[config.mk]
export PLATFORM = sky130hd
export DESIGN_NAME = strided_dma_chunk_generator
export DESIGN_NICKNAME = d
export VERILOG_FILES = /design/src/sdcg_pkg.sv /design/src/strided_dma_chunk_generator.sv
export SDC_FILE = /design/constraint.sdc
export NUM_CORES = 2
export LEC_CHECK = 0
export ABC_AREA = 1
export BUFFER_PORTS_ARGS = -buffer_cell sky130_fd_sc_hd__buf_2
export CAP_MARGIN = 20
export CORE_MARGIN = 5
export CORE_UTILIZATION = 50
export CTS_BUF_LIST = sky130_fd_sc_hd__clkbuf_8
export DETAILED_ROUTE_END_ITERATION = 10
export PLACE_DENSITY = 0.68
export SETUP_SLACK_MARGIN = 0.2
export SLEW_MARGIN = 30
export SYNTH_ARGS = -nofsm -noshare
export SYNTH_HDL_FRONTEND = slang
export SYNTH_SLANG_ARGS = --single-unit
[constraint.sdc]
create_clock -name clk -period 26.5 [get_ports clk]
set_clock_uncertainty 0.2 [all_clocks]
set_input_delay 5.3 -clock clk [delete_from_list [all_inputs] [get_ports clk]]
set_output_delay 5.3 -clock clk [all_outputs]
set_load 0.01 [all_outputs]
[src/sdcg_pkg.sv]
package sdcg_pkg;

    localparam int unsigned ADDR_W   = 32;
    localparam int unsigned ROW_W    = 24;
    localparam int unsigned CFG_IDX_W = 3;
    localparam int unsigned CFG_DATA_W = 32;

    localparam logic OP_START = 1'b0;
    localparam logic OP_NEXT  = 1'b1;

    typedef enum logic [CFG_IDX_W-1:0] {
        CFG_STRIDED_MODE     = 3'd0,
        CFG_SOURCE_ROW_BYTES = 3'd1,
        CFG_DEST_ROW_BYTES   = 3'd2,
        CFG_SOURCE_PITCH     = 3'd3,
        CFG_DEST_PITCH       = 3'd4
    } cfg_index_t;

    localparam logic [ROW_W-1:0] ROW_BYTES_RESET = ROW_W'(1);

endpackage

[src/strided_dma_chunk_generator.sv]
// channel | handshake         | payload
// --------+-------------------+---------------------------------------------------
// in      | in_valid/in_stall | op, source_base, dest_base, total_bytes
// out     | out_valid/out_stall | chunk_source, chunk_dest, chunk_bytes,
//         |                   | final_chunk, idle_flag
// cfg     | cfg_valid/cfg_ready | cfg_index, cfg_data
//
// one item per cycle while out_stall does not hold the result register: the chunk
// length, cursor and offset updates are done on the item in the input register and
// land in the result register. result valid once the item has passed the input
// register and the result register; start items give no result.
// rst_n clears the transfer state and loads the register defaults.
// out_stall holds the result register; the input register then holds a next item
// and in_stall rises, while start items keep draining. cfg_ready is always high.
module strided_dma_chunk_generator
(
    input  logic                                clk,
    input  logic                                rst_n,

    input  logic                                in_valid,
    output logic                                in_stall,
    input  logic                                op,
    input  logic [sdcg_pkg::ADDR_W-1:0]         source_base,
    input  logic [sdcg_pkg::ADDR_W-1:0]         dest_base,
    input  logic [sdcg_pkg::ADDR_W-1:0]         total_bytes,

    output logic                                out_valid,
    input  logic                                out_stall,
    output logic [sdcg_pkg::ADDR_W-1:0]         chunk_source,
    output logic [sdcg_pkg::ADDR_W-1:0]         chunk_dest,
    output logic [sdcg_pkg::ADDR_W-1:0]         chunk_bytes,
    output logic                                final_chunk,
    output logic                                idle_flag,

    input  logic                                cfg_valid,
    output logic                                cfg_ready,
    input  logic [sdcg_pkg::CFG_IDX_W-1:0]      cfg_index,
    input  logic [sdcg_pkg::CFG_DATA_W-1:0]     cfg_data
);

    localparam int unsigned AW = sdcg_pkg::ADDR_W;
    localparam int unsigned RW = sdcg_pkg::ROW_W;

    // configuration
    logic          strided_mode_reg;
    logic [RW-1:0] source_row_bytes_reg;
    logic [RW-1:0] dest_row_bytes_reg;
    logic [AW-1:0] source_pitch_reg;
    logic [AW-1:0] dest_pitch_reg;

    // transfer state
    logic [AW-1:0] source_cursor_reg, source_cursor_next;
    logic [AW-1:0] dest_cursor_reg, dest_cursor_next;
    logic [RW-1:0] source_row_offset_reg, source_row_offset_next;
    logic [RW-1:0] dest_row_offset_reg, dest_row_offset_next;
    logic [AW-1:0] bytes_remaining_reg, bytes_remaining_next;

    // input register
    logic          in_valid_reg;
    logic          in_op_reg;
    logic [AW-1:0] in_source_reg;
    logic [AW-1:0] in_dest_reg;
    logic [AW-1:0] in_total_reg;

    // result register
    logic          out_valid_reg;
    logic [AW-1:0] chunk_source_reg, chunk_source_next;
    logic [AW-1:0] chunk_dest_reg, chunk_dest_next;
    logic [AW-1:0] chunk_bytes_reg, chunk_bytes_next;
    logic          final_chunk_reg, final_chunk_next;
    logic          idle_flag_reg, idle_flag_next;

    logic          out_free;
    logic          advance;
    logic          in_take;

    logic [RW-1:0] sw, dw, so, dof, srem, drem, rowmin;
    logic [RW:0]   so_sum, dof_sum;
    logic          src_row_done, dst_row_done;
    logic [AW-1:0] chunk;
    logic [AW-1:0] src_after, dst_after, src_skip, dst_skip;

    assign cfg_ready = 1'b1;

    assign out_free = !out_valid_reg || !out_stall;
    assign advance  = in_valid_reg && ((in_op_reg == sdcg_pkg::OP_START) || out_free);
    assign in_stall = in_valid_reg && !advance;
    assign in_take  = in_valid && !in_stall;

    always_ff @(posedge clk or negedge rst_n)
    begin
        if (!rst_n)
        begin
            strided_mode_reg     <= 1'b0;
            source_row_bytes_reg <= sdcg_pkg::ROW_BYTES_RESET;
            dest_row_bytes_reg   <= sdcg_pkg::ROW_BYTES_RESET;
            source_pitch_reg     <= '0;
            dest_pitch_reg       <= '0;
        end
        else if (cfg_valid && cfg_ready)
        begin
            unique case (cfg_index)
                sdcg_pkg::CFG_STRIDED_MODE:     strided_mode_reg     <= cfg_data[0];
                sdcg_pkg::CFG_SOURCE_ROW_BYTES: source_row_bytes_reg <= cfg_data[RW-1:0];
                sdcg_pkg::CFG_DEST_ROW_BYTES:   dest_row_bytes_reg   <= cfg_data[RW-1:0];
                sdcg_pkg::CFG_SOURCE_PITCH:     source_pitch_reg     <= cfg_data[AW-1:0];
                sdcg_pkg::CFG_DEST_PITCH:       dest_pitch_reg       <= cfg_data[AW-1:0];
                default:
                begin
                end
            endcase
        end
    end

    // chunk computation
    always_comb
    begin
        sw  = (source_row_bytes_reg == '0) ? RW'(1) : source_row_bytes_reg;
        dw  = (dest_row_bytes_reg == '0) ? RW'(1) : dest_row_bytes_reg;
        so  = (source_row_offset_reg < sw) ? source_row_offset_reg : '0;
        dof = (dest_row_offset_reg < dw) ? dest_row_offset_reg : '0;
        srem   = sw - so;
        drem   = dw - dof;
        rowmin = (srem < drem) ? srem : drem;

        if (strided_mode_reg)
            chunk = ({{(AW-RW){1'b0}}, rowmin} < bytes_remaining_reg)
                  ? {{(AW-RW){1'b0}}, rowmin} : bytes_remaining_reg;
        else
            chunk = bytes_remaining_reg;

        so_sum  = {1'b0, so} + chunk[RW:0];
        dof_sum = {1'b0, dof} + chunk[RW:0];
        src_row_done = (so_sum == {1'b0, sw});
        dst_row_done = (dof_sum == {1'b0, dw});

        src_after = source_cursor_reg + chunk;
        dst_after = dest_cursor_reg + chunk;
        src_skip  = source_pitch_reg - {{(AW-RW){1'b0}}, sw};
        dst_skip  = dest_pitch_reg - {{(AW-RW){1'b0}}, dw};

        source_cursor_next     = source_cursor_reg;
        dest_cursor_next       = dest_cursor_reg;
        source_row_offset_next = source_row_offset_reg;
        dest_row_offset_next   = dest_row_offset_reg;
        bytes_remaining_next   = bytes_remaining_reg;

        chunk_source_next = '0;
        chunk_dest_next   = '0;
        chunk_bytes_next  = '0;
        final_chunk_next  = 1'b0;
        idle_flag_next    = 1'b1;

        if (in_op_reg == sdcg_pkg::OP_START)
        begin
            source_cursor_next     = in_source_reg;
            dest_cursor_next       = in_dest_reg;
            bytes_remaining_next   = in_total_reg;
            source_row_offset_next = '0;
            dest_row_offset_next   = '0;
        end
        else if (bytes_remaining_reg != '0)
        begin
            chunk_source_next    = source_cursor_reg;
            chunk_dest_next      = dest_cursor_reg;
            chunk_bytes_next     = chunk;
            bytes_remaining_next = bytes_remaining_reg - chunk;
            final_chunk_next     = (bytes_remaining_reg == chunk);
            idle_flag_next       = 1'b0;
            if (strided_mode_reg)
            begin
                source_cursor_next     = src_row_done ? src_after + src_skip : src_after;
                dest_cursor_next       = dst_row_done ? dst_after + dst_skip : dst_after;
                source_row_offset_next = src_row_done ? '0 : so_sum[RW-1:0];
                dest_row_offset_next   = dst_row_done ? '0 : dof_sum[RW-1:0];
            end
            else
            begin
                source_cursor_next = src_after;
                dest_cursor_next   = dst_after;
            end
        end
    end

    always_ff @(posedge clk or negedge rst_n)
    begin
        if (!rst_n)
        begin
            source_cursor_reg     <= '0;
            dest_cursor_reg       <= '0;
            source_row_offset_reg <= '0;
            dest_row_offset_reg   <= '0;
            bytes_remaining_reg   <= '0;
        end
        else if (advance)
        begin
            source_cursor_reg     <= source_cursor_next;
            dest_cursor_reg       <= dest_cursor_next;
            source_row_offset_reg <= source_row_offset_next;
            dest_row_offset_reg   <= dest_row_offset_next;
            bytes_remaining_reg   <= bytes_remaining_next;
        end
    end

    always_ff @(posedge clk or negedge rst_n)
    begin
        if (!rst_n)
            in_valid_reg <= 1'b0;
        else if (in_take)
            in_valid_reg <= 1'b1;
        else if (advance)
            in_valid_reg <= 1'b0;
    end

    always_ff @(posedge clk)
    begin
        if (in_take)
        begin
            in_op_reg     <= op;
            in_source_reg <= source_base;
            in_dest_reg   <= dest_base;
            in_total_reg  <= total_bytes;
        end
    end

    always_ff @(posedge clk or negedge rst_n)
    begin
        if (!rst_n)
            out_valid_reg <= 1'b0;
        else if (advance && (in_op_reg == sdcg_pkg::OP_NEXT))
            out_valid_reg <= 1'b1;
        else if (!out_stall)
            out_valid_reg <= 1'b0;
    end

    always_ff @(posedge clk)
    begin
        if (advance && (in_op_reg == sdcg_pkg::OP_NEXT))
        begin
            chunk_source_reg <= chunk_source_next;
            chunk_dest_reg   <= chunk_dest_next;
            chunk_bytes_reg  <= chunk_bytes_next;
            final_chunk_reg  <= final_chunk_next;
            idle_flag_reg    <= idle_flag_next;
        end
    end

    assign out_valid    = out_valid_reg;
    assign chunk_source = chunk_source_reg;
    assign chunk_dest   = chunk_dest_reg;
    assign chunk_bytes  = chunk_bytes_reg;
    assign final_chunk  = final_chunk_reg;
    assign idle_flag    = idle_flag_reg;

endmodule

==> impl_results.md <==
* RSZ-0062 raised after global routing: no
* Global route total overflow at 0
* CTS Buffer Depth at 3
* Worst-margin pin slew at approximately 1000 ps
* Arr. time, crit path at 16850 ps
* Sequential share of the synthesized area at between 30 and 40%
* Critical path type: flip-flop to flip-flop
* Initial Util at 50.2%
* Ys Warns at 0
* Core Box Area at a little under 80000 µm²
* Fillers at 7933
* Max cap viols at 0
* Antenna viol nets, final at 0
* Worst slew margin at 31.9%
* CP startpoint: dest_row_bytes_reg[9]
* Vias per cell at about 5.7
* Syn avg cell area at 6.96 µm²
* Startpoint types: flip-flop
* DR WL/cell at between 20 and 25 µm
* # resized after CTS at 0
* Fin crit period at roughly 16000 ps
* Worst Hold Class: flip-flop to flip-flop
* Register area at 12300 µm²
* Synth async-reset ratio at 57.0%
* Setup_tns at 0 ps
* Cts hold-fix bufs at 0
* Die area at 84800 µm²
* Row count at 103
* Status: finished clean
* Fin crit share at 62.0%
* Routed WL at 162 mm
* CP endpoint kind: flip-flop
* Pre-antenna DRT Iters at 8
* Hold Fails Final Rpt at 0
* Num CTS Buffers at 80
* Clock sinks at 454
* Setup violators final at 0
* Post-synth cell types at 54
* Area Growth Syn to Fin at 9.48%
* Fmax at 0.0608 GHz
* R2r startpoint: dest_row_bytes_reg[9]
* Input/output buffers at 236
* Post-synthesis cell area at 39600 µm²
* Initial antenna violation count at 15
* Die W at 291 µm
* Vias in the first global route at between 30k and 40k
* TritonCTS clock tree: done
* Area occupied by multi-input gates at 22900 µm²
* Slowest CP cell: nand2_1
* Top Ports at 238
* Final GP Congestion at 1.07
* Largest net degree at the start of global routing at around 160
* Crit path max fanout at 34
* EDFF count, synth at 195
* Nets at 6395
* Critical Path Max Stage Delay at 720 ps
* Clock Latency Late Sink at 710 ps
* Hold path startpoint: source_pitch_reg[24]
* Remaining DRCs at 0
* Top FF cell, synth: dfrtp_1
* Root buffer cell: clkbuf_8
* Share of cells above drive strength 1 at 7.68%
* Synth Register Bits at 454
* Die span in y at 291 µm
* Setup Fix Bufs, Post-CTS at 0
* Critical path required time at 26910 ps
* Via count at just under 40k
* Synthesized instance count at around 5.7k
* Syn nets at 6232
* Critical path's most frequent cell: nand2_1
* H-tree depth at 3
* First-pass GRT wire length at ~240 mm
* Clock-pin slew on the worst setup and hold paths at 60 ps
* GRT Util Overall at 37.0%
* HPWL Detailed at 129 mm
* DR iter-0 viols at about 4.2k
* Final Max Slew Viols at 0
==> stage by stage <==
stage,hold WS [ps],cell area [µm²],util [%],setup slack [ps],cells
2_1_floorplan,249,39600,-,15400,5683
3_3_place_gp,262,41600,52.8,10660,6813
3_5_place_dp,273,41600,52.8,10550,6813
4_1_cts,286,43300,55.0,10420,6960
5_1_grt,303,43300,55.0,8650,6962
6_report,283,43300,55.0,10060,6964
==> path summary, 6_finish.rpt <==
path,endpoint,slack (ps),depth (start not counted)
max in group asynchronous,dest_cursor_reg[29],20150,3
min in group asynchronous,bytes_remaining_reg[8],4470,1
max,source_cursor_reg[29],10060,69
min reg2reg,source_pitch_reg[24],280,2
max reg2reg,source_cursor_reg[29],10060,69
min,source_pitch_reg[24],280,2
==> cells in the mapped netlist, drive strengths merged (14+ instances only) <==
library cell / count / area (µm²)
edfxtp: 195 / 5860
o21a: 16 / 120
a21boi: 19 / 143
o21bai: 17 / 128
a31oi: 25 / 156
nand3b: 23 / 173
xnor2: 49 / 429
o21ai: 350 / 1750
or2: 14 / 87.6
ha: 357 / 4470
nand3: 281 / 1420
nand2: 1553 / 5830
nor2: 542 / 2090
fa: 55 / 1100
nand4: 136 / 851
buf: 28 / 185
a21o: 33 / 248
nor3: 24 / 120
o22ai: 17 / 106
a21oi: 345 / 1730
clkbuf: 157 / 589
dfrtp: 257 / 6430
nor4: 15 / 93.8
inv: 963 / 3610
xor2: 137 / 1200
o211ai: 15 / 113
==> area by class of cell <==
type / instances / area share, %
Antenna cell: 3 / 0.0173
Timing Repair Buffer: 266 / 3.38
Clock buffer: 97 / 3.08
Inverter: 966 / 8.38
Tap cell: 1050 / 3.03
Clock inverter: 50 / 0.789
Sequential cell: 454 / 28.5
Multi-Input combinational cell: 4078 / 52.8
==> worst max-delay path: cells and delay by family (launching register included) <==
| family | cells | cell delay [ps] |
|---|---|---|
| fa+ha+maj | 8 | 3090 |
| simple gates | 31 | 4770 |
| xor+xnor | 3 | 750 |
| flops | 1 | 670 |
| compound gates | 18 | 4960 |
| buf+inv | 9 | 1820 |
==> layer usage <==
layer,global-route usage (%),wire (µm),up-vias
met5,0,16,-
met4,20.5,11400,2
met3,6.45,14600,461
met2,58.8,71800,1916
met1,48.0,64300,18500
li1,-,-,18600
==> logic make-up after synthesis <==
group	count (synthesis)	share of synthesized area, %
compound gates	877	12.2
xor+xnor	187	4.17
fa+ha+maj	412	14.1
buf+inv	1151	11.1
flops	454	31.2
other cells	1	0.00948
simple gates	2601	27.2
==> cell usage in the layout, fill, tap and decap left out, types with 23 or more instances in the layout <==
cell / instances
clkbuf_8: 97
nor3_1: 24
a21o_1: 33
a31oi_1: 25
xor2_1: 137
fa_1: 55
nand2_1: 1549
o21ai_1: 45
nand4_1: 136
nor2_1: 528
dfrtp_1: 256
buf_2: 235
o21ai_0: 305
ha_1: 357
nand3_1: 276
inv_1: 964
xnor2_1: 49
edfxtp_1: 195
a21oi_1: 343
buf_4: 26
nand3b_1: 23
Power is left out: the tool's default activity adds up to more than one toggle a clock period on the data nets, which glitch-free logic cannot reach.
